[src/llq_pkg.sv]
`default_nettype none

package llq_pkg;

    localparam int NODES_DEF  = 16;
    localparam int QUEUES_DEF = 4;

    localparam logic [1:0] CMD_APPEND = 2'd0;
    localparam logic [1:0] CMD_REMOVE = 2'd1;
    localparam logic [1:0] CMD_QUERY  = 2'd2;

    localparam logic [1:0] ST_OK         = 2'd0;
    localparam logic [1:0] ST_EMPTY      = 2'd1;
    localparam logic [1:0] ST_NOT_MEMBER = 2'd2;
    localparam logic [1:0] ST_LINKED     = 2'd3;

    typedef struct packed {
        logic [1:0] command;
        logic [1:0] queue_id;
        logic [3:0] node_id;
    } llq_in_t;

    typedef struct packed {
        logic [1:0] status;
        logic [4:0] count;
        logic [3:0] head_node;
        logic       head_valid;
    } llq_out_t;

endpackage

`default_nettype wire

[src/linked_list_queue_manager_top.sv]
// Each command item passes through an input register and a result register.
// Throughput: one item per cycle unless a low m_ready stalls the result; each
// command reads and updates the link, owner, head and count register files in one pass.
// Reset (aresetn low, synchronous) empties both pipeline registers, clears all
// linked bits and queue counts; links, owner tags and heads are left unreset.
`default_nettype none

module linked_list_queue_manager_top import llq_pkg::*; #(
    parameter int NODES  = NODES_DEF,
    parameter int QUEUES = QUEUES_DEF
) (
    input  wire logic    aclk,
    input  wire logic    aresetn,
    input  wire logic    s_valid,
    output logic         s_ready,
    input  wire llq_in_t s_data,
    output logic         m_valid,
    input  wire logic    m_ready,
    output llq_out_t     m_data
);

    logic     in_valid_reg;
    llq_in_t  in_data_reg;
    logic     out_valid_reg;
    llq_out_t out_data_reg;
    logic     advance;
    llq_out_t core_result;

    // The command in the input register executes when the result register
    // can take its outcome.
    assign advance = in_valid_reg && (!out_valid_reg || m_ready);
    assign s_ready = !in_valid_reg || advance;
    assign m_valid = out_valid_reg;
    assign m_data  = out_data_reg;

    llq_core #(
        .NODES  (NODES),
        .QUEUES (QUEUES)
    ) u_core (
        .aclk      (aclk),
        .aresetn   (aresetn),
        .op_fire   (advance),
        .op_data   (in_data_reg),
        .op_result (core_result)
    );

    always_ff @(posedge aclk) begin
        if (!aresetn) begin
            in_valid_reg  <= 1'b0;
            out_valid_reg <= 1'b0;
        end else begin
            if (s_valid && s_ready) begin
                in_valid_reg <= 1'b1;
            end else if (advance) begin
                in_valid_reg <= 1'b0;
            end
            if (advance) begin
                out_valid_reg <= 1'b1;
            end else if (m_ready) begin
                out_valid_reg <= 1'b0;
            end
        end
    end

    always_ff @(posedge aclk) begin
        if (s_valid && s_ready) begin
            in_data_reg <= s_data;
        end
        if (advance) begin
            out_data_reg <= core_result;
        end
    end

    a_head_valid_matches_count: assert property (@(posedge aclk) disable iff (!aresetn)
        out_valid_reg |-> (out_data_reg.head_valid == (out_data_reg.count != 5'd0)))
        else $error("head_valid disagrees with count");

    a_empty_head_zero: assert property (@(posedge aclk) disable iff (!aresetn)
        (out_valid_reg && !out_data_reg.head_valid) |-> (out_data_reg.head_node == 4'd0))
        else $error("empty queue reports a nonzero head");

    a_advance_fills_output: assert property (@(posedge aclk) disable iff (!aresetn)
        advance |=> out_valid_reg)
        else $error("executed command produced no result item");

    a_held_command_stable: assert property (@(posedge aclk) disable iff (!aresetn)
        (in_valid_reg && !advance) |=> (in_valid_reg && $stable(in_data_reg)))
        else $error("stalled command was lost or changed");

endmodule

`default_nettype wire

[src/llq_core.sv]
`default_nettype none

module llq_core import llq_pkg::*; #(
    parameter int NODES  = NODES_DEF,
    parameter int QUEUES = QUEUES_DEF
) (
    input  wire logic     aclk,
    input  wire logic     aresetn,
    input  wire logic     op_fire,
    input  wire llq_in_t  op_data,
    output llq_out_t      op_result
);

    localparam int NW = $clog2(NODES);
    localparam int QW = (QUEUES > 1) ? $clog2(QUEUES) : 1;
    localparam int CW = $clog2(NODES + 1);

    // Links, owner tags and heads are only read behind a linked bit or a
    // nonzero count, so they carry no reset.
    logic [NW-1:0] next_link_reg  [NODES];
    logic [NW-1:0] prev_link_reg  [NODES];
    logic [QW-1:0] node_owner_reg [NODES];
    logic [NW-1:0] queue_head_reg [QUEUES];
    logic [NODES-1:0] node_linked_reg;
    logic [CW-1:0]    queue_count_reg [QUEUES];

    logic [31:0]   n_ext;
    logic [31:0]   q_ext;
    logic          n_ok;
    logic          q_ok;
    logic [NW-1:0] n_idx;
    logic [QW-1:0] q_idx;
    logic [CW-1:0] cnt_q;
    logic          q_empty;
    logic [NW-1:0] h;
    logic [NW-1:0] t;
    logic [NW-1:0] p;
    logic [NW-1:0] x;
    logic          n_linked;
    logic          n_member;
    logic          do_append;
    logic          do_remove;
    logic [1:0]    status;
    logic [CW-1:0] cnt_after;
    logic [NW-1:0] head_after;

    always_comb begin
        n_ext    = 32'(op_data.node_id);
        q_ext    = 32'(op_data.queue_id);
        n_ok     = n_ext < NODES;
        q_ok     = q_ext < QUEUES;
        n_idx    = NW'(n_ext);
        q_idx    = QW'(q_ext);
        cnt_q    = q_ok ? queue_count_reg[q_idx] : '0;
        q_empty  = (cnt_q == '0);
        h        = queue_head_reg[q_idx];
        t        = prev_link_reg[h];
        p        = prev_link_reg[n_idx];
        x        = next_link_reg[n_idx];
        n_linked = n_ok && node_linked_reg[n_idx];
        n_member = n_linked && (node_owner_reg[n_idx] == q_idx);

        do_append = 1'b0;
        do_remove = 1'b0;
        status    = ST_OK;
        unique case (op_data.command)
            CMD_APPEND: begin
                if (!q_ok || n_linked || !n_ok) begin
                    status = ST_LINKED;
                end else begin
                    do_append = 1'b1;
                end
            end
            CMD_REMOVE: begin
                if (q_empty) begin
                    status = ST_EMPTY;
                end else if (!n_member) begin
                    status = ST_NOT_MEMBER;
                end else begin
                    do_remove = 1'b1;
                end
            end
            default: begin
                status = ST_OK;
            end
        endcase

        cnt_after  = cnt_q;
        head_after = h;
        if (do_append) begin
            cnt_after = CW'(cnt_q + CW'(1));
            if (q_empty) begin
                head_after = n_idx;
            end
        end else if (do_remove) begin
            cnt_after = CW'(cnt_q - CW'(1));
            if (h == n_idx) begin
                head_after = x;
            end
        end

        op_result.status     = status;
        op_result.count      = 5'(cnt_after);
        op_result.head_valid = (cnt_after != '0);
        op_result.head_node  = (cnt_after != '0) ? 4'(head_after) : 4'd0;
    end

    always_ff @(posedge aclk) begin
        if (op_fire) begin
            if (do_append) begin
                node_owner_reg[n_idx] <= q_idx;
                if (q_empty) begin
                    queue_head_reg[q_idx] <= n_idx;
                    next_link_reg[n_idx]  <= n_idx;
                    prev_link_reg[n_idx]  <= n_idx;
                end else begin
                    // The new node sits between the tail and the head.
                    prev_link_reg[n_idx] <= t;
                    next_link_reg[n_idx] <= h;
                    next_link_reg[t]     <= n_idx;
                    prev_link_reg[h]     <= n_idx;
                end
            end else if (do_remove) begin
                next_link_reg[p] <= x;
                prev_link_reg[x] <= p;
                if (h == n_idx) begin
                    queue_head_reg[q_idx] <= x;
                end
            end
        end
    end

    always_ff @(posedge aclk) begin
        if (!aresetn) begin
            node_linked_reg <= '0;
            for (int i = 0; i < QUEUES; i++) begin
                queue_count_reg[i] <= '0;
            end
        end else if (op_fire) begin
            if (do_append) begin
                node_linked_reg[n_idx] <= 1'b1;
                queue_count_reg[q_idx] <= cnt_after;
            end else if (do_remove) begin
                node_linked_reg[n_idx] <= 1'b0;
                queue_count_reg[q_idx] <= cnt_after;
            end
        end
    end

endmodule

`default_nettype wire
[config.mk]
export PLATFORM = sky130hd
export DESIGN_NAME = linked_list_queue_manager_top
export DESIGN_NICKNAME = d
export VERILOG_FILES = /design/src/llq_pkg.sv /design/src/linked_list_queue_manager_top.sv /design/src/llq_core.sv
export SDC_FILE = /design/constraint.sdc
export NUM_CORES = 1
export LEC_CHECK = 0
export ABC_AREA = 1
export BUFFER_PORTS_ARGS = -buffer_cell sky130_fd_sc_hd__buf_2
export CORE_MARGIN = 4
export CORE_UTILIZATION = 54
export DETAILED_ROUTE_END_ITERATION = 10
export PLACE_DENSITY = 0.78
export SYNTH_ARGS = -nofsm -noshare
export SYNTH_HDL_FRONTEND = slang
export SYNTH_HIERARCHICAL = 1
export SYNTH_SLANG_ARGS = --single-unit
[constraint.sdc]
create_clock -name aclk -period 3.8 [get_ports aclk]
set_input_delay 0.76 -clock aclk [delete_from_list [all_inputs] [get_ports aclk]]
set_output_delay 0.76 -clock aclk [all_outputs]
set_load 0.02 [all_outputs]
==> results_dict.tcl <==
set metrics [dict create \
    cts_tree "yes" \
    slowest_delay_ns 0.56 \
    place_congestion 1.035 \
    ant_nets 0 \
    period_needed_ns 3.596 \
    slew_viol_final 0 \
    fp-row-count 56 \
    grt_pass1_wl_um 59300 \
    area_delta_synth_final_pct 12.03 \
    yosysSeqAreaShare_pct 52.90 \
    final_common_cell "nand2_1" \
    seqCellArea_um2 6847 \
    hold_viol_final 0 \
    cp-start-kind "flop" \
    period_share_pct 94.64 \
    multiInputGateArea_um2 5250 \
    ys.flop_type "edfxtp_1" \
    post-route-drc-count 0 \
    grt_util_all_layers_pct 28.86 \
    ios 26 \
    dpl.hpwl_um 27750 \
    grt_overflow_total 0 \
    drt_iter0_markers 1528 \
    port_buffers 25 \
    cts_sinks 234 \
    grt_max_degree 32 \
    die_x_um 162.8 \
    setup_viol 0 \
    cpMostUsedCell "nand2_1" \
    end_kind "flop" \
    status "completed" \
    synth_area_per_cell_um2 8.025 \
    worstHoldPathType "primary input to flop" \
    fin_util_pct 61.59 \
    vdd_ir_drop_max_uv 293.1 \
    setup_tns_ns 0 \
    crit_type "flop to flop" \
    critical-path-top-delay-family "simple AND/OR/NAND/NOR gates" \
    htreeDepth 1 \
    worstPathCellList "inv_2, nand2_4, inv_2, nand2_1, nand2_1, nor3_1, ha_1, nand3_1, nor2_2, nor2_2, nand3_2, buf_4, nand2_2, nand2_1, nand3_1, o21ai_0, buf_4" \
    synth-edff-count 216 \
    die_h_um 162.8 \
    synth_warnings 6 \
    clockBufferDepth 3 \
    post_drt_wl_per_cell_um 19.38 \
    worstPathMaxFanout 10 \
    p_per_area_nw_per_um2 424.1 \
    viasPerCell 5.794 \
    tightest_slew_ns 0.7896 \
    core_area_um2 23540 \
    cts.clk_slew.worst_paths_ns 0.06 \
    final_net_count 1679 \
    routed_wl_um 38810 \
    cp-startpoint "in_data_reg[5]" \
    antenna_found_initial 0 \
    drive_gt1_share_pct 11.59 \
    fin_skew_ns 0.01728 \
    ys_ff_latch 234 \
    synthArstFlopShare_pct 0 \
    maxSlewHeadroom_pct 47.23 \
    vias 11600 \
    initial_core_util_pct 54.98 \
    fmax_ghz 0.2781 \
    hp-start "s_data[2]" \
    cts_buffers 26 \
    syn_nets 1627 \
    crit_buf_inv 4 \
    grt_pass1_vias 10800 \
    synthCells 1613 \
    first_pass_iters 6 \
    clock_latency_ns 0.54 \
    rsz0062_at_grt "no" \
    p_leak_nw 6.197 \
    syn_area_um2 12940 \
    fillCellCount 2035 \
    cts_hold_buf 0 \
    die_area_um2 26510 \
    final_cell_mix "nand2_1 (703), edfxtp_1 (216), nor2_1 (119)" \
    rr_startpoint "in_data_reg[5]" \
    n_antenna_cell 0 \
    yosysUniqueCellTypes 41 \
    cpMaxStageDelayCell "edfxtp_1" \
    max-cap-violations 0 \
    arrival_ns 3.84 \
    cts_root_buf "clkbuf_16" \
    required_ns 4.05 \
]
-- worst paths after layout --
check	cells past startpoint	slack, ns	end
max reg2reg	17	0.20	u_core/prev_link_reg[13][3]
min	1	0.40	in_data_reg[2]
min reg2reg	2	0.48	flop
max	17	0.20	u_core/prev_link_reg[13][3]
-- where the power goes --
group | leakage [nW] | total [mW] | internal [mW] | switching (mW)
Sequential | 2.13 | 2.88 | 2.86 | 0.0171
Combinational | 3.65 | 0.748 | 0.207 | 0.541
Clock | 0.421 | 2.52 | 1.51 | 1.01
Total | 6.20 | 6.15 | 4.58 | 1.57
-- cells in the mapped netlist, types with 9 or more instances --
master / instances / share of area [%]
nand2_1: 703 / 20
edfxtp_1: 216 / 50
nor2_1: 121 / 3.5
inv_1: 118 / 3.4
o21ai_0: 116 / 4.5
a22oi_1: 58 / 3.4
nand3_1: 49 / 1.9
a21oi_1: 36 / 1.4
clkbuf_1: 19 / 0.55
buf_2: 18 / 0.70
dfxtp_1: 18 / 2.8
inv_2: 18 / 0.52
buf_4: 15 / 0.87
nor2_2: 15 / 0.72
o21ai_1: 15 / 0.58
nand2_2: 13 / 0.63
nand4_1: 9 / 0.43
-- per-layer routing --
metal | up-vias | routed length [µm] | global-route usage, %
met2 | 727 | 18260 | 48.25
met5 | - | 0 | 0
met1 | 5354 | 15140 | 37.86
met3 | 114 | 4158 | 5.442
met4 | 0 | 1249 | 10.26
li1 | 5404 | - | -
-- worst register-to-register path: cells and delay by family, from the launching register on --
kind | cells | cell delay, ns
AOI/OAI and AO/OA | 1 | 0.29
buffers and inverters | 4 | 0.60
and+or+nand+nor | 11 | 1.64
adders and majority gates | 1 | 0.23
DFF | 1 | 0.56
-- through the flow --
step                hold slack (ns)  cells  cell area [µm²]  setup WS, ns  total power [mW]
detailed placement           0.4688   1952            13580        0.1153             3.648
global placement             0.4595   1952            13580        0.1814             3.635
floorplan                    0.4496   1613            12940        0.4386             3.409
global route                 0.3832   2002            14500      0.006080             6.356
CTS                          0.3928   1998            14440        0.1067             6.135
finish                       0.4014   2002            14500        0.2036             6.150
-- kinds of logic (layout without fill, tap and decap cells) --
| group | count (synthesis) | count (layout) | share of synthesized area (%) |
|---|---|---|---|
| simple gates | 927 | 927 | 28.70 |
| fa+ha+maj | 2 | 2 | 0.1933 |
| buf+inv | 202 | 272 | 6.805 |
| xor+xnor | 2 | 2 | 0.1354 |
| flops | 234 | 234 | 52.90 |
| compound gates | 246 | 246 | 11.27 |
-- final cells by class --
cell class	instances	share of cell area, %
clock inverters	14	1.087
multi-input cells	1177	36.21
flip-flops and latches	234	47.22
inverters	140	3.693
repair buffers	86	4.194
clock buffers	32	4.849
well taps	319	2.753
-- timing repair --
item,4_1_cts,5_1_grt
setup endpoints to repair,0,110
buffers inserted,0,4
gates resized for setup,0,10
Note: power is estimated with default switching activity, not from simulation.
